## src/design/umec_pkg.sv

```systemverilog
// shared types and constants for the usb-midi event classifier
package umec_pkg;

  // sysex collection limit in bytes
  localparam int unsigned SysexDepth = 128;
  localparam logic [8:0] SYSEX_LIMIT = 9'(SysexDepth);

  // queue geometry
  localparam int unsigned QueueDepth = 4;
  localparam int unsigned QueueAw = $clog2(QueueDepth);

  // midi byte codes
  localparam logic [7:0] SYSEX_START = 8'hF0;
  localparam logic [7:0] SYSEX_END = 8'hF7;
  localparam logic [3:0] STATUS_NOTE_ON = 4'h9;
  localparam logic [3:0] STATUS_NOTE_OFF = 4'h8;
  localparam logic [7:0] ID_NON_RT = 8'h7E;
  localparam logic [7:0] ID_GEN_INFO = 8'h06;
  localparam logic [7:0] ID_REQUEST = 8'h01;
  localparam logic [7:0] ID_REPLY = 8'h02;
  localparam logic [7:0] ID_MFR = 8'h7D;
  localparam logic [7:0] REPLY_HEADER = 8'h04;
  localparam logic [2:0] REPLY_LAST_BEAT = 3'd4;

  // result kinds
  localparam logic [1:0] KIND_NOTE_ON = 2'd0;
  localparam logic [1:0] KIND_NOTE_OFF = 2'd1;
  localparam logic [1:0] KIND_REPLY = 2'd2;

  // configuration register indexes
  localparam logic [2:0] REG_DEVICE_CODE = 3'd0;
  localparam logic [2:0] REG_FIRST_NOTE = 3'd1;
  localparam logic [2:0] REG_NOTE_SPAN = 3'd2;
  localparam logic [2:0] REG_SCALE_KIND = 3'd3;
  localparam logic [2:0] REG_POLYPHONY = 3'd4;
  localparam logic [2:0] REG_DELAY_MULT = 3'd5;
  localparam logic [2:0] REG_DELAY_UNIT = 3'd6;

  // command from front to back
  typedef enum logic [1:0] {
    CMD_NOTE_ON,
    CMD_NOTE_OFF,
    CMD_REPLY
  } cmd_t;

  typedef struct packed {
    cmd_t       cmd;
    logic [7:0] key;
    logic [7:0] velocity;
  } entry_t;

  // configuration seen by the back end
  typedef struct packed {
    logic [6:0] device_code;
    logic [6:0] first_note;
    logic [6:0] note_span;
    logic       scale_kind;
    logic [6:0] polyphony;
    logic [6:0] delay_multiplier;
    logic [6:0] delay_unit_ms;
  } cfg_t;

endpackage

```

## src/design/umec_front.sv

```systemverilog
// front end: accepts packets, tracks sysex collection, issues commands
module umec_front (
  input  logic                 clk,
  input  logic                 rst,
  input  logic                 accept,
  input  logic [7:0]           header,
  input  logic [7:0]           byte_a,
  input  logic [7:0]           byte_b,
  input  logic [7:0]           byte_c,
  output logic                 push,
  output umec_pkg::entry_t     push_entry
);

  logic       in_sysex, in_sysex_next;
  logic [7:0] sysex_count, sysex_count_next;
  logic [7:0] cap0, cap0_next;
  logic [7:0] cap1, cap1_next;
  logic [7:0] cap2, cap2_next;
  logic [8:0] count_sum;
  logic       done;
  logic       ident;

  // state update and command selection
  always_comb begin
    in_sysex_next = in_sysex;
    sysex_count_next = sysex_count;
    cap0_next = cap0;
    cap1_next = cap1;
    cap2_next = cap2;
    push = 1'b0;
    push_entry = '{cmd: umec_pkg::CMD_NOTE_OFF, key: byte_b, velocity: 8'd0};
    count_sum = {1'b0, sysex_count} + 9'd3;
    done = 1'b0;
    ident = 1'b0;
    if (accept && header != 8'd0) begin
      if (byte_a == umec_pkg::SYSEX_START) begin
        in_sysex_next = 1'b1;
        sysex_count_next = 8'd3;
        cap0_next = byte_b;
        cap1_next = 8'd0;
        cap2_next = 8'd0;
      end else if (in_sysex) begin
        // message positions 1, 3 and 4 are kept
        if (sysex_count == 8'd0) cap0_next = byte_b;
        if (sysex_count == 8'd1) cap0_next = byte_a;
        if (sysex_count == 8'd1) cap1_next = byte_c;
        if (sysex_count == 8'd2) cap1_next = byte_b;
        if (sysex_count == 8'd3) cap1_next = byte_a;
        if (sysex_count == 8'd2) cap2_next = byte_c;
        if (sysex_count == 8'd3) cap2_next = byte_b;
        if (sysex_count == 8'd4) cap2_next = byte_a;
        done = (byte_a == umec_pkg::SYSEX_END) || (byte_b == umec_pkg::SYSEX_END) ||
               (byte_c == umec_pkg::SYSEX_END) || (count_sum >= umec_pkg::SYSEX_LIMIT);
        ident = (cap0_next == umec_pkg::ID_NON_RT) && (cap1_next == umec_pkg::ID_GEN_INFO) &&
                (cap2_next == umec_pkg::ID_REQUEST);
        sysex_count_next = count_sum[8] ? 8'hFF : count_sum[7:0];
        if (done) begin
          in_sysex_next = 1'b0;
          sysex_count_next = 8'd0;
          if (ident) begin
            push = 1'b1;
            push_entry = '{cmd: umec_pkg::CMD_REPLY, key: 8'd0, velocity: 8'd0};
          end
        end
      end else begin
        case (byte_a[7:4])
          umec_pkg::STATUS_NOTE_ON: begin
            push = 1'b1;
            if (byte_c != 8'd0) begin
              push_entry = '{cmd: umec_pkg::CMD_NOTE_ON, key: byte_b, velocity: byte_c};
            end
          end
          umec_pkg::STATUS_NOTE_OFF: begin
            push = 1'b1;
          end
          default: begin
            push = 1'b0;
          end
        endcase
      end
    end
  end

  // sysex state registers
  always_ff @(posedge clk) begin
    if (rst) begin
      in_sysex <= 1'b0;
      sysex_count <= 8'd0;
      cap0 <= 8'd0;
      cap1 <= 8'd0;
      cap2 <= 8'd0;
    end else begin
      in_sysex <= in_sysex_next;
      sysex_count <= sysex_count_next;
      cap0 <= cap0_next;
      cap1 <= cap1_next;
      cap2 <= cap2_next;
    end
  end

endmodule

```

## src/design/umec_queue.sv

```systemverilog
// short command queue between front and back ends
module umec_queue (
  input  logic                 clk,
  input  logic                 rst,
  input  logic                 push,
  input  umec_pkg::entry_t     push_entry,
  input  logic                 pop,
  output umec_pkg::entry_t     head,
  output logic                 empty,
  output logic                 full
);

  umec_pkg::entry_t            store [umec_pkg::QueueDepth];
  logic [umec_pkg::QueueAw-1:0] wr_ptr;
  logic [umec_pkg::QueueAw-1:0] rd_ptr;
  logic [umec_pkg::QueueAw:0]   fill;
  logic                         do_push;
  logic                         do_pop;

  assign empty = (fill == '0);
  assign full = (fill == (umec_pkg::QueueAw + 1)'(umec_pkg::QueueDepth));
  assign do_push = push && !full;
  assign do_pop = pop && !empty;
  assign head = store[rd_ptr];

  // entry storage
  always_ff @(posedge clk) begin
    if (do_push) begin
      store[wr_ptr] <= push_entry;
    end
  end

  // pointers and fill level
  always_ff @(posedge clk) begin
    if (rst) begin
      wr_ptr <= '0;
      rd_ptr <= '0;
      fill <= '0;
    end else begin
      if (do_push) wr_ptr <= wr_ptr + 1'b1;
      if (do_pop) rd_ptr <= rd_ptr + 1'b1;
      case ({do_push, do_pop})
        2'b10: fill <= fill + 1'b1;
        2'b01: fill <= fill - 1'b1;
        default: fill <= fill;
      endcase
    end
  end

endmodule

```

## src/design/umec_back.sv

```systemverilog
// back end: turns commands into result items, five packets per reply
module umec_back (
  input  logic                 clk,
  input  logic                 rst,
  input  umec_pkg::cfg_t       cfg,
  input  umec_pkg::entry_t     head,
  input  logic                 empty,
  output logic                 pop,
  output logic                 out_valid,
  input  logic                 out_stall,
  output logic [1:0]           kind,
  output logic [7:0]           key,
  output logic [7:0]           velocity,
  output logic [7:0]           packet_code,
  output logic [7:0]           out_byte_a,
  output logic [7:0]           out_byte_b,
  output logic [7:0]           out_byte_c,
  output logic                 last
);

  logic [2:0]  beat;
  logic        load;
  logic [23:0] reply_bytes;

  assign load = !out_valid || !out_stall;
  assign pop = load && !empty &&
               (head.cmd != umec_pkg::CMD_REPLY || beat == umec_pkg::REPLY_LAST_BEAT);

  // reply packet bytes for the current beat
  always_comb begin
    case (beat)
      3'd0: reply_bytes = {umec_pkg::SYSEX_START, umec_pkg::ID_NON_RT, 1'b0, cfg.device_code};
      3'd1: reply_bytes = {umec_pkg::ID_GEN_INFO, umec_pkg::ID_REPLY, umec_pkg::ID_MFR};
      3'd2: reply_bytes = {umec_pkg::ID_MFR, 1'b0, cfg.first_note, 1'b0, cfg.note_span};
      3'd3: reply_bytes = {7'd0, cfg.scale_kind, 1'b0, cfg.polyphony,
                           1'b0, cfg.delay_multiplier};
      3'd4: reply_bytes = {1'b0, cfg.delay_unit_ms, umec_pkg::SYSEX_END, 8'd0};
      default: reply_bytes = 24'd0;
    endcase
  end

  // beat counter within a reply
  always_ff @(posedge clk) begin
    if (rst) begin
      beat <= 3'd0;
    end else if (load && !empty && head.cmd == umec_pkg::CMD_REPLY) begin
      beat <= (beat == umec_pkg::REPLY_LAST_BEAT) ? 3'd0 : beat + 3'd1;
    end
  end

  // output valid
  always_ff @(posedge clk) begin
    if (rst) begin
      out_valid <= 1'b0;
    end else if (load) begin
      out_valid <= !empty;
    end
  end

  // output payload
  always_ff @(posedge clk) begin
    if (load && !empty) begin
      case (head.cmd)
        umec_pkg::CMD_NOTE_ON: begin
          kind <= umec_pkg::KIND_NOTE_ON;
          key <= head.key;
          velocity <= head.velocity;
          packet_code <= 8'd0;
          {out_byte_a, out_byte_b, out_byte_c} <= 24'd0;
          last <= 1'b1;
        end
        umec_pkg::CMD_NOTE_OFF: begin
          kind <= umec_pkg::KIND_NOTE_OFF;
          key <= head.key;
          velocity <= 8'd0;
          packet_code <= 8'd0;
          {out_byte_a, out_byte_b, out_byte_c} <= 24'd0;
          last <= 1'b1;
        end
        default: begin
          kind <= umec_pkg::KIND_REPLY;
          key <= 8'd0;
          velocity <= 8'd0;
          packet_code <= umec_pkg::REPLY_HEADER;
          {out_byte_a, out_byte_b, out_byte_c} <= reply_bytes;
          last <= (beat == umec_pkg::REPLY_LAST_BEAT);
        end
      endcase
    end
  end

endmodule

```

## src/design/usb_midi_event_classifier_top.sv

```systemverilog
// top level of the usb-midi event classifier: config registers, front, queue, back
// path: an accepted packet's command is written into the queue, then moved into the
//   output register when that register is free
// throughput: one packet per cycle while the queue is not full; a note gives one result,
//   an identity reply gives five result packets, buffered by a four-entry queue
// reset: clears sysex state, empties the queue and output, loads config defaults
module usb_midi_event_classifier_top (
  input  logic       clk,
  input  logic       rst,
  input  logic       cfg_write,
  input  logic [2:0] cfg_index,
  input  logic [6:0] cfg_data,
  input  logic       in_valid,
  output logic       in_stall,
  input  logic [7:0] header,
  input  logic [7:0] byte_a,
  input  logic [7:0] byte_b,
  input  logic [7:0] byte_c,
  output logic       out_valid,
  input  logic       out_stall,
  output logic [1:0] kind,
  output logic [7:0] key,
  output logic [7:0] velocity,
  output logic [7:0] packet_code,
  output logic [7:0] out_byte_a,
  output logic [7:0] out_byte_b,
  output logic [7:0] out_byte_c,
  output logic       last
);

  umec_pkg::cfg_t   cfg;
  umec_pkg::entry_t push_entry;
  umec_pkg::entry_t head;
  logic             push;
  logic             pop;
  logic             empty;
  logic             full;
  logic             accept;

  assign in_stall = full;
  assign accept = in_valid && !full;

  // configuration registers
  always_ff @(posedge clk) begin
    if (rst) begin
      cfg.device_code <= 7'd0;
      cfg.first_note <= 7'd55;
      cfg.note_span <= 7'd16;
      cfg.scale_kind <= 1'b0;
      cfg.polyphony <= 7'd1;
      cfg.delay_multiplier <= 7'd2;
      cfg.delay_unit_ms <= 7'd120;
    end else if (cfg_write) begin
      case (cfg_index)
        umec_pkg::REG_DEVICE_CODE: cfg.device_code <= cfg_data;
        umec_pkg::REG_FIRST_NOTE: cfg.first_note <= cfg_data;
        umec_pkg::REG_NOTE_SPAN: cfg.note_span <= cfg_data;
        umec_pkg::REG_SCALE_KIND: cfg.scale_kind <= cfg_data[0];
        umec_pkg::REG_POLYPHONY: cfg.polyphony <= cfg_data;
        umec_pkg::REG_DELAY_MULT: cfg.delay_multiplier <= cfg_data;
        umec_pkg::REG_DELAY_UNIT: cfg.delay_unit_ms <= cfg_data;
        default: cfg <= cfg;
      endcase
    end
  end

  umec_front u_front (
    .clk        (clk),
    .rst        (rst),
    .accept     (accept),
    .header     (header),
    .byte_a     (byte_a),
    .byte_b     (byte_b),
    .byte_c     (byte_c),
    .push       (push),
    .push_entry (push_entry)
  );

  umec_queue u_queue (
    .clk        (clk),
    .rst        (rst),
    .push       (push),
    .push_entry (push_entry),
    .pop        (pop),
    .head       (head),
    .empty      (empty),
    .full       (full)
  );

  umec_back u_back (
    .clk         (clk),
    .rst         (rst),
    .cfg         (cfg),
    .head        (head),
    .empty       (empty),
    .pop         (pop),
    .out_valid   (out_valid),
    .out_stall   (out_stall),
    .kind        (kind),
    .key         (key),
    .velocity    (velocity),
    .packet_code (packet_code),
    .out_byte_a  (out_byte_a),
    .out_byte_b  (out_byte_b),
    .out_byte_c  (out_byte_c),
    .last        (last)
  );

endmodule

```

## config.mk

```make
export PLATFORM = sky130hd
export DESIGN_NAME = usb_midi_event_classifier_top
export DESIGN_NICKNAME = d
export VERILOG_FILES = /design/src/design/umec_pkg.sv /design/src/design/umec_front.sv /design/src/design/umec_queue.sv /design/src/design/umec_back.sv /design/src/design/usb_midi_event_classifier_top.sv
export SDC_FILE = /design/constraint.sdc
export NUM_CORES = 1
export LEC_CHECK = 0
export ABC_AREA = 1
export BUFFER_PORTS_ARGS = -buffer_cell sky130_fd_sc_hd__buf_2
export CAP_MARGIN = 20
export CORE_MARGIN = 3
export CORE_UTILIZATION = 59
export DETAILED_ROUTE_END_ITERATION = 7
export GPL_ROUTABILITY_DRIVEN = 0
export GPL_TIMING_DRIVEN = 0
export PLACE_DENSITY = 0.8
export SLEW_MARGIN = 20
export SYNTH_ARGS = -nofsm -noshare
export SYNTH_HDL_FRONTEND = slang
export SYNTH_SLANG_ARGS = --single-unit
```

## constraint.sdc

```tcl
create_clock -name clk -period 6.5 [get_ports clk]
set_input_delay 0.975 -clock clk [delete_from_list [all_inputs] [get_ports clk]]
set_output_delay 0.975 -clock clk [all_outputs]
set_load 0.1 [all_outputs]
```

==> results of run 1 <==
==> worst max-delay path, stage by stage (launching register included) <==
cell,delay (ns)
dfxtp_1,0.39
inv_1,0.12
ha_1,0.23
or2_1,0.25
nor2_1,0.12
nand2_1,0.11
nand3_1,0.13
nor2_1,0.10
nor2_1,0.20
nand3_2,0.15
nor2_4,0.15
nand2_2,0.07
nand2_4,0.10
nand2_4,0.08
nor2_2,0.83
==> cell usage in the layout, fill, tap and decap left out, types with 15 or more instances in the layout <==
master     Yosys  final
clkbuf_1      24     28
nand2_1      219    219
o21ai_0       86     86
nor2_1       167    167
nand3_1       64     64
inv_1        106    106
nor3_1        16     16
edfxtp_1     114    114
buf_2          6     97
ha_1          15     15
clkbuf_16      0     21
a21oi_1       80     80
dfxtp_1       89     89
==> worst paths after layout <==
path,startpoint,to,slack (ns),depth (start not counted)
hold / removal,cfg[34],cfg[34],0.46,2
setup reg to reg,u_front.sysex_count[0],u_queue.store[3][9],3.07,14
setup / recovery,u_front.sysex_count[0],u_queue.store[3][9],3.07,14
hold reg to reg,cfg[34],cfg[34],0.46,2
==> cells by family (layout without fill, tap and decap cells) <==
logic type / count (synthesis) / after routing / synth area share [%]
buffers and inverters: 163 / 293 / 7.506
AOI/OAI and AO/OA: 215 / 215 / 12.67
adders and majority gates: 16 / 16 / 2.171
DFF: 203 / 203 / 54.40
and+or+nand+nor: 507 / 507 / 23.03
xor gates and xnor gates: 2 / 2 / 0.1831
other: 1 / 8 / 0.03919
==> cell type report <==
class / instances / area [sq um]
Clock buffer: 26 / 554.3
Inverter: 116 / 442.9
Fill cell: 1192 / 4501
Sequential cell: 203 / 5205
Timing Repair Buffer: 93 / 510.5
Multi-Input combinational cell: 748 / 3686
Buffer: 47 / 275.3
Clock inverter: 11 / 101.3
Tap cell: 211 / 264.0
==> through the flow <==
step,instance area [sq um],instances,util (%)
2_1_floorplan,9594,1114,-
5_1_grt,11040,1455,71.04
3_3_place_gp,10310,1416,66.37
6_report,11040,1455,71.04
3_5_place_dp,10380,1418,66.82
4_1_cts,11040,1455,71.04
==> layer usage <==
metal,wire length (microns),vias up
li1,-,3918
met1,9708,3667
met2,10620,433
met3,2347,73
met4,759,0
met5,0,-
==> registers in the layout (all words and copies together), names as in the netlist, 2 cells and up, named ones only <==
register / flops
u_back.out_byte_b: 8
u_front.cap2: 8
cfg: 43
u_queue.fill: 3
u_front.cap0: 8
u_front.sysex_count: 8
u_back.beat: 3
u_back.key: 8
u_back.out_byte_c: 7
u_back.velocity: 8
u_queue.wr_ptr: 2
u_queue.store: 72
u_front.cap1: 8
u_back.kind: 2
u_back.out_byte_a: 8
u_queue.rd_ptr: 2
==> power by group <==
part | switching, W | internal [W]
sequential | 0.0000441 | 0.00160
combinational | 0.00164 | 0.000316
clock | 0.000488 | 0.000652
==> cell usage after synthesis (2+ instances only) <==
master     count
inv_2          6
o21ai_1        6
clkbuf_1      24
nand3_1       64
edfxtp_1     114
a31oi_1        4
o22ai_1        8
clkinv_1       3
a21oi_2        5
buf_2          6
buf_4         10
o21ai_0       86
nor3_1        16
nand4_1        5
nand2_4        4
nor2_4         7
ha_1          15
nand2_8        2
or2_2          2
a221oi_1       9
nand3_2        3
dfxtp_1       89
a21oi_1       80
o211ai_1       5
nand2_2        4
nor2_2        10
xor2_1         2
a22oi_2        3
buf_6          5
nor2_1       167
nand2_1      219
a2bb2oi_1      7
inv_1        106
nor4_1         2
==> impl_metrics.csv, run 1 <==
group,metric,value,unit
worst_setup_path,startpoint_type,"register",
timing,rsz0062_at_grt,"no",
drt,drt_first_pass_iters,6,
worst_hold_path,hold_class,"register to register",
power_and_ir_drop,powerDensity,429.3,mW/mm^2
timing,max_freq,0.2915,GHz
synthesis,syn-cell-area,0.009568,sq mm
timing,setup_tns,0,ns
floorplan,start_util,61.57,%
clocking,ctsResizeCount,0,
power_and_ir_drop,p_total,0.004739,W
drt,post_drt_via_cell_ratio,5.561,
timing,finalWorstSetupSlack,3.069,ns
synthesis,synth_ff_type,"edfxtp_1",
grt,grt_pass1_vias,7495,
drt,drt_iter0_drc,837,
timing,max_slew_margin,28.54,%
clocking,holdBufCountCts,0,
synthesis,yosysTopAreaCell,"edfxtp_1",
worst_setup_path,arrival,3.54,ns
timing,setup_violations,0,
worst_setup_path,critPathKind,"register to register",
finish,syn_to_final_growth,15.38,%
synthesis,synth_top_area_share,35.78,%
floorplan,coreArea,0.01554,sq mm
grt,grt_use_met1,34.38,%
placement,dp_slack,2.663,ns
timing,fin_skew,0.009431,ns
clocking,clkLatencyLatePin,0.49,ns
synthesis,syn_inst,1107,
finish,final_nets,1293,
synthesis,ys_top_cells_by_area,"edfxtp_1 36%, dfxtp_1 19%, nand2_1 8.6%, nor2_1 6.6%, o21ai_0 4.5%",
job,drv_cap,0,
power_and_ir_drop,p_leak,4.619,nW
worst_setup_path,critPathMaxFanout,18,
clocking,root_buffer,"clkbuf_16",
clocking,cts_tree,"yes",
floorplan,dieWidth,133.3,microns
timing,drv_slew,0,
finish,n_antenna_cell,0,
drt,route.antenna.remaining_nets,0,
grt,grt_antenna_before_repair,0,
timing,period_share,52.78,%
floorplan,dieHeight,133.3,microns
grt,gr-usage-met3,4.645,%
floorplan,fp-row-count,45,
timing,tightest_slew,1.071,ns
grt,grt_pass1_wl,36.92,mm
run_status,status,"complete, no violations",
grt,grt_overflow_total,0,
floorplan,die_area,0.01778,sq mm
clocking,postCtsSetupBuffers,0,
floorplan,io_pins,100,
synthesis,synth_cell_types,43,
timing,finalHoldViolCount,0,
placement,io_buffers,91,
synthesis,synth-warning-count,0,
grt,use_met2,41.68,%
synthesis,synth-seq-cells,203,
synthesis,async_flop_share,0,%
drt,drcViolationCount,0,
clocking,htree_levels,1,
worst_setup_path,end_kind,"register",
placement,hpwl,16.30,mm
drt,avgRoutedWirePerCell,16.11,microns
finish,drive_gt1_share,15.59,%
grt,top_usage_layer,"met2",
grt,grt_max_degree,21,
synthesis,avgSynthCellArea,8.643,sq um
timing,post-route-min-period,3.431,ns
clocking,clk_pin_slew,0.06,ns
clocking,clock_sinks,203,
drt,drt-total-wl,23.43,mm
power_and_ir_drop,ir_worst_vdd,353.6,uV
synthesis,synth_edf_count,114,
timing,hold_ws,0.4625,ns
synthesis,ys_seq_area_share,54.40,%
drt,vias,8091,
clocking,cts_buffers,21,
grt,grt_usage,25.57,%
worst_setup_path,crit_required,6.61,ns
clocking,clockBufferDepth,3,
Power figures use the tool's default switching activity.
==> run 2: changes to the inputs <==
--- a/config.mk
+++ b/config.mk
@@ -5,7 +5,7 @@
 export SDC_FILE = /design/constraint.sdc
 export NUM_CORES = 1
 export LEC_CHECK = 0
-export ABC_AREA = 1
+export ABC_AREA = 0
 export BUFFER_PORTS_ARGS = -buffer_cell sky130_fd_sc_hd__buf_2
 export CAP_MARGIN = 20
 export CORE_MARGIN = 3
==> constraint.sdc (replaced) <==
create_clock -name clk -period 3.4 [get_ports clk]
set_input_delay 0.51 -clock clk [delete_from_list [all_inputs] [get_ports clk]]
set_output_delay 0.51 -clock clk [all_outputs]
set_load 0.1 [all_outputs]
==> run 2 against run 1 <==
Compared with the run above:
- via count fell by 3.3%
- global-route usage rose by 1.1 points
- die area fell by 0.65%
- final cell count fell by 13%
- synthesized cell count fell by 20%
- the flow now finishes with violations (setup timing)
- non-clock buffer count rose by 45
- clock skew rose by 0.0021 ns
- combinational power rose by 75%
- clock power rose by 84%
- sequential cell count did not move
- wire length rose by 4.2%
==> impl_metrics.csv, run 2 <==
group,metric,value,unit
clocking,htree_levels,1,
grt,grt_usage,26.64,%
finish,drive_gt1_share,24.76,%
power_and_ir_drop,power_frac_comb,39.4,%
worst_setup_path,reg2reg_from,"u_front.sysex_count[1]",
floorplan,start_util,61.37,%
synthesis,synth.mux.area_fraction,6.057,%
synthesis,avgSynthCellArea,10.69,sq um
synthesis,yosys.cell_count.top_type,"edfxtp_1",
timing,max_freq,0.2921,GHz
worst_hold_path,min_from,"out_stall",
power_and_ir_drop,swShare,42.91,%
grt,grt_antenna_before_repair,0,
clocking,clkLatencyLatePin,0.50,ns
timing,period_share,100.7,%
finish,n_antenna_cell,0,
placement,post-place-cells,1204,
floorplan,dieWidth,132.9,microns
finish,final_cells,1269,
synthesis,synth_compound_area_share,14.33,%
synthesis,syn-cell-area,0.009503,sq mm
worst_setup_path,cpPeakStageDelay,0.39,ns
synthesis,synth_ff_type,"edfxtp_1",
timing,rsz0062_at_grt,"yes",
drt,avgRoutedWirePerCell,19.24,microns
timing,fin_skew,0.01157,ns
drt,drcViolationCount,0,
synthesis,synth-simple-area-share,18.55,%
clocking,clk_pin_slew,0.06,ns
power_and_ir_drop,ir_worst_vdd,631.8,uV
synthesis,synth_cell_types,71,
synthesis,yosysTopAreaCell,"edfxtp_1",
floorplan,coreArea,0.01548,sq mm
power_and_ir_drop,seqPwrFrac,36.3,%
timing,setup_violations,1,
finish,final_nets,1107,
synthesis,synth-seq-cells,203,
finish,top_regs,"u_queue.store: 72 flops, cfg: 43 flops",
run_status,violations,"setup timing",
drt,drt-total-wl,24.41,mm
clocking,clockBufferDepth,3,
floorplan,die_area,0.01767,sq mm
finish,final_cell_mix,"114 x edfxtp_1, 108 x nand2_1, 94 x buf_2, 85 x nor2_1, 84 x dfxtp_1",
clocking,clock_sinks,203,
synthesis,ys_top_cells_by_area,"edfxtp_1 36%, dfxtp_1 19%, mux4_2 4.3%, nand2_1 4.3%, a21oi_1 3.9%",
drt,drt_iter0_drc,916,
drt,vias,7826,
synthesis,yosys.area_share.xor_xnor,0.3687,%
worst_setup_path,end_kind,"register",
synthesis,syn_inst,889,
power_and_ir_drop,p_total,0.008666,W
placement,io_buffers,90,
timing,post-route-min-period,3.424,ns
placement,hpwl,16.36,mm
grt,grt_pass1_wl,38.29,mm
power_and_ir_drop,p_leak,4.248,nW
power_and_ir_drop,p_int,0.004948,W
run_status,status,"finished with violations",
timing,drv_slew,0,
clocking,cts_buffers,21,
grt,grt_overflow_total,0,
timing,tightest_slew,0.8303,ns
synthesis,synthTopCellsByCount,"114 x edfxtp_1, 108 x nand2_1, 89 x dfxtp_1",
timing,finalHoldViolCount,0,
drt,route.antenna.remaining_nets,0,
worst_setup_path,arrival,3.84,ns
finish,final_common_cell,"edfxtp_1",
worst_hold_path,hold_class,"input port to register",
synthesis,synth_adder_area_share,2.186,%
job,drv_cap,0,
floorplan,dieHeight,132.9,microns
worst_setup_path,crit_chain,"buf_4 > ha_4 > buf_8 > nor3b_2 > o31ai_2 > or3_4 > a211oi_4 > o211ai_1 > nor4_4 > nor2_4 > ha_4 > inv_2 > fa_2 > xor2_2 > or3_1 > a21oi_1",
synthesis,synth-warning-count,0,
finish,syn_to_final_growth,22.17,%
clocking,cts_tree,"yes",
grt,grt_pass1_vias,7610,
power_and_ir_drop,clock_power_share,24.2,%
worst_setup_path,path_delay_family,"simple AND/OR/NAND/NOR gates",
synthesis,async_flop_share,0,%
grt,grt_max_degree,27,
worst_setup_path,startpoint,"u_front.sysex_count[1]",
synthesis,synth_top_area_share,36.02,%
synthesis,synth_top_family_by_area,"simple AND/OR/NAND/NOR gates",
worst_setup_path,crit_required,3.81,ns
worst_setup_path,startpoint_type,"register",
floorplan,io_pins,100,
synthesis,synth_edf_count,114,
worst_setup_path,worst_path_most_repeated_cell,"ha_4",
timing,max_slew_margin,44.65,%
floorplan,fp-row-count,45,
finish,fin_util,74.98,%
worst_setup_path,critPathKind,"register to register",
power_and_ir_drop,powerDensity,746.4,mW/mm^2
worst_setup_path,worst-path-buf-inv,3,
clocking,root_buffer,"clkbuf_16",
worst_setup_path,slowest_stage,"or3_4",
synthesis,ys_seq_area_share,54.77,%
finish,largest_register_ffs,72,
worst_setup_path,critPathMaxFanout,9,
finish,top_register,"u_queue.store",
timing,finalWorstSetupSlack,-0.02385,ns
power_and_ir_drop,p_sw,0.003718,W
drt,drt_first_pass_iters,6,
drt,post_drt_via_cell_ratio,6.167,
-- run 2: changes by cell type in the layout (fill, tap and decap cells not counted), sizes merged, moves of 12 or more --
cell and delta:
clkbuf +21, a22o +12, a211oi +12, o21ai -64, mux4 +18, nor2 -96
nand2 -120, inv -96, nor2b +45, mux2i +17, nand3 -52, buf +32
and2 +14
-- run 2: cell type report --
| class | count | area, sq um |
|---|---|---|
| tap | 211 | 264.0 |
| sequential | 203 | 5216 |
| timing repair buffer | 126 | 805.8 |
| buffer | 59 | 330.3 |
| inverter | 17 | 68.82 |
| multi-input combinational | 616 | 4295 |
| clock inverter | 3 | 25.02 |
| clock buffer | 34 | 604.3 |
| fill | 997 | 3874 |
-- run 2: routing by layer --
layer	global-route usage, %	wire length, microns	up-vias	part of all wire, %
li1	-	-	3561	-
met1	35.29	9619	3685	39
met2	43.40	11430	471	47
met3	4.525	2344	109	9.6
met4	11.78	1015	0	4.2
met5	0	0	-	0
-- run 2: power groups by stage --
| stage | Clock (W) | Combinational, W | Sequential (W) |
|---|---|---|---|
| 2_1_floorplan | 0 | 0.000901 | 0.00518 |
| 3_3_place_gp | 0 | 0.00338 | 0.00321 |
| 3_5_place_dp | 0 | 0.00338 | 0.00318 |
| 4_1_cts | 0.00212 | 0.00338 | 0.00315 |
| 5_1_grt | 0.00220 | 0.00355 | 0.00318 |
| 6_report | 0.00210 | 0.00342 | 0.00315 |
-- run 2: per-stage QoR --
step                      setup slack [ns]   TNS, ns  hold WS (ns)  cell area, sq um
after floorplan                    -0.3081    -22.34        0.4319              9552
after global placement              -1.490   -108.79        0.4420             10270
after detailed placement           -0.8891    -57.95        0.4463             10390
after CTS                         -0.08673   -0.7767        0.3103             11360
after global routing               -0.1095   -0.9283        0.3416             11610
final                             -0.02385  -0.02385        0.3160             11610
-- run 2: repair_timing --
action,in CTS,in global routing
endpoints found under the setup margin,107,55
pin swaps,11,20
setup buffers,16,14
hold buffers,0,0
hold endpoints to repair,0,0
resized for setup,48,42
-- run 2: worst paths after layout --
kind / endpoint / slack [ns] / depth (start not counted)
setup / recovery: u_queue.fill[2] / -0.02 / 16
hold / removal: u_back.out_valid / 0.32 / 3
setup reg to reg: u_queue.fill[2] / -0.02 / 16
hold reg to reg: cfg[1] / 0.45 / 2
-- run 2: logic make-up (layout without fill, tap and decap cells) --
group | count (synthesis) | after routing
mux | 35 | 35
fa+ha+maj | 16 | 16
flops | 203 | 203
xor+xnor | 4 | 4
other cells | 1 | 8
simple gates | 351 | 351
buf+inv | 77 | 239
compound gates | 202 | 202
-- run 2: worst reg2reg max path, stage by stage (launching register included) --
cell and delay, ns:
dfxtp_4 0.36, buf_4 0.15, ha_4 0.18, buf_8 0.14, nor3b_2 0.21, o31ai_2 0.12, or3_4 0.39, a211oi_4 0.21
o211ai_1 0.22, nor4_4 0.31, nor2_4 0.09, ha_4 0.18, inv_2 0.05, fa_2 0.20, xor2_2 0.07, or3_1 0.35
a21oi_1 0.13
==> run 3: changes to the inputs <==
==> constraint.sdc (replaced) <==
create_clock -name clk -period 3.4 [get_ports clk]
set_input_delay 0.51 -clock clk [delete_from_list [all_inputs] [get_ports clk]]
set_output_delay 0.51 -clock clk [all_outputs]
set_load 0.02 [all_outputs]
==> run 3 against run 2 <==
Compared with the run above:
- the flow still finishes with violations (setup timing)
- count of clock-buffer cells in the layout down 4
- clock skew up 0.0010 ns
- critical endpoint unchanged
- largest power group is now registers
- worst hold slack worse by 0.020 ns
- sequential cell count unchanged
- global-route usage up 0.78 points
- first-iteration DRC count up 3.5%
==> impl_metrics.csv, run 3 (same netlist as run 2, synthesis figures left out) <==
group,metric,value,unit
grt,grt_overflow_total,0,
floorplan,coreArea,0.01548,sq mm
finish,drive_gt1_share,24.12,%
floorplan,io_pins,100,
clocking,clock_sinks,203,
worst_hold_path,hold_class,"input port to register",
clocking,clockBufferDepth,3,
clocking,cts_tree,"yes",
timing,max_freq,0.2936,GHz
grt,grt_pass1_wl,39.08,mm
finish,num-fill-cells,1001,
finish,n_antenna_cell,0,
timing,setup_violations,1,
drt,route.antenna.remaining_nets,0,
drt,post_drt_via_cell_ratio,6.151,
finish,largest_register_ffs,72,
worst_setup_path,critPathMaxFanout,6,
placement,post-place-cells,1203,
power_and_ir_drop,ir_worst_vdd,455.1,uV
clocking,cts_buffers,22,
placement,io_buffers,90,
drt,drt_iter0_drc,948,
power_and_ir_drop,p_sw,0.002159,W
drt,drt_first_pass_iters,6,
clocking,clk_pin_slew,0.06,ns
floorplan,dieHeight,132.9,microns
timing,drv_slew,0,
finish,ff_latch_area,0.005219,sq mm
clocking,holdBufCountCts,0,
worst_setup_path,critPathKind,"register to register",
grt,grt_max_degree,27,
clocking,clkLatencyLatePin,0.50,ns
run_status,violations,"setup timing",
worst_setup_path,arrival,3.83,ns
power_and_ir_drop,power_frac_comb,24.2,%
drt,avgRoutedWirePerCell,19.46,microns
power_and_ir_drop,p_total,0.007234,W
timing,max_slew_margin,46.22,%
power_and_ir_drop,seqPwrFrac,43.5,%
grt,grt_pass1_vias,7505,
floorplan,die_area,0.01767,sq mm
placement,hpwl,16.36,mm
timing,tightest_slew,0.8067,ns
job,drv_cap,0,
run_status,status,"finished with violations",
timing,finalHoldViolCount,0,
power_and_ir_drop,clock_power_share,32.2,%
clocking,root_buffer,"clkbuf_16",
worst_setup_path,end_kind,"register",
clocking,htree_levels,1,
finish,multiInputGateArea,0.004249,sq mm
finish,final_common_cell,"edfxtp_1",
power_and_ir_drop,p_leak,4.251,nW
timing,period_share,100.2,%
finish,top_regs,"u_queue.store: 72 flops, cfg: 43 flops",
finish,final_area,0.01160,sq mm
drt,drcViolationCount,0,
placement,placed_cell_area,0.01036,sq mm
timing,hold_ws,0.2955,ns
power_and_ir_drop,swShare,29.85,%
finish,syn_to_final_growth,22.04,%
grt,grt_antenna_before_repair,0,
timing,fin_skew,0.01258,ns
grt,grt_usage,27.42,%
timing,post-route-min-period,3.406,ns
worst_setup_path,startpoint_type,"register",
drt,vias,7775,
timing,rsz0062_at_grt,"yes",
floorplan,dieWidth,132.9,microns
timing,finalWorstSetupSlack,-0.005503,ns
worst_setup_path,crit_required,3.83,ns
drt,drt-total-wl,24.59,mm
floorplan,fp-row-count,45,
finish,final_nets,1100,
power_and_ir_drop,powerDensity,623.7,mW/mm^2
finish,final_cell_mix,"114 x edfxtp_1, 107 x nand2_1, 92 x buf_2, 84 x nor2_1, 82 x dfxtp_1",
finish,final_cells,1264,
finish,top_register,"u_queue.store",
power_and_ir_drop,p_int,0.005074,W
floorplan,start_util,61.37,%
[run 3: cell types whose count changed in the layout (fill, tap and decap cells not counted), moves of 3 or more]
cell,change
clkbuf_1,-7
clkinv_2,+4
buf_4,-3
clkbuf_16,+3
clkbuf_4,-3
clkinv_1,+3
or3_1,+3
or3_4,-3
[run 3: layout make-up]
class / count / share of cell area, %
buffer: 59 / 2.837
clock buffer: 30 / 5.535
clock inverter: 10 / 0.6689
inverter: 17 / 0.6150
multi-input combinational: 616 / 36.64
sequential: 203 / 45.00
tap: 211 / 2.276
timing repair buffer: 118 / 6.430
[run 3: repair_timing]
item | 4_1_cts | 5_1_grt
setup endpoints to repair | 107 | 63
endpoints found under the hold margin | 0 | 0
resized for setup | 61 | 23
pin swaps | 10 | 14
gates cloned | 0 | 1
setup buffers | 15 | 6
[run 3: metrics by stage]
step	setup slack (ns)	TNS [ns]	utilization [%]
after floorplan	-0.3081	-22.34	-
final	-0.005503	-0.005503	74.90
after global placement	-1.442	-108.82	66.18
after detailed placement	-0.8266	-55.13	66.91
after CTS	-0.02260	-0.1912	73.89
after global routing	-0.08425	-0.1514	74.90
[run 3: routing by layer]
layer | track usage (%) | routed length [microns] | vias up
li1 | - | - | 3543
met1 | 37.07 | 9785 | 3716
met2 | 43.65 | 11680 | 430
met3 | 5.551 | 2274 | 86
met4 | 11.14 | 857 | 0
met5 | 0 | 0 | -
[run 3: power groups by stage]
stage	Combinational (W)	Clock (W)	Sequential, W
floorplan	0.000799	0	0.00358
global placement	0.00168	0	0.00321
detailed placement	0.00171	0	0.00317
CTS	0.00173	0.00234	0.00315
global route	0.00187	0.00244	0.00318
finish	0.00175	0.00233	0.00315
[run 3: worst paths after layout]
check / from / end / slack [ns] / depth (start not counted)
setup reg to reg: u_front.sysex_count[0] / u_queue.fill[2] / -0.006 / 16
hold / removal: out_stall / u_back.out_valid / 0.30 / 3
setup / recovery: u_front.sysex_count[0] / u_queue.fill[2] / -0.006 / 16
hold reg to reg: cfg[1] / cfg[1] / 0.45 / 2
[run 3: critical path, stage by stage, from the launching register on]
cell and delay, ns:
dfxtp_4 0.43, inv_6 0.06, ha_4 0.19, buf_8 0.14
or2_4 0.28, a31oi_1 0.33, o31ai_4 0.14, a211oi_2 0.22
o211ai_1 0.24, nor4_4 0.29, nor2_4 0.10, ha_4 0.18
inv_2 0.05, fa_2 0.18, xor2_1 0.07, or3_1 0.31
a21oi_1 0.12
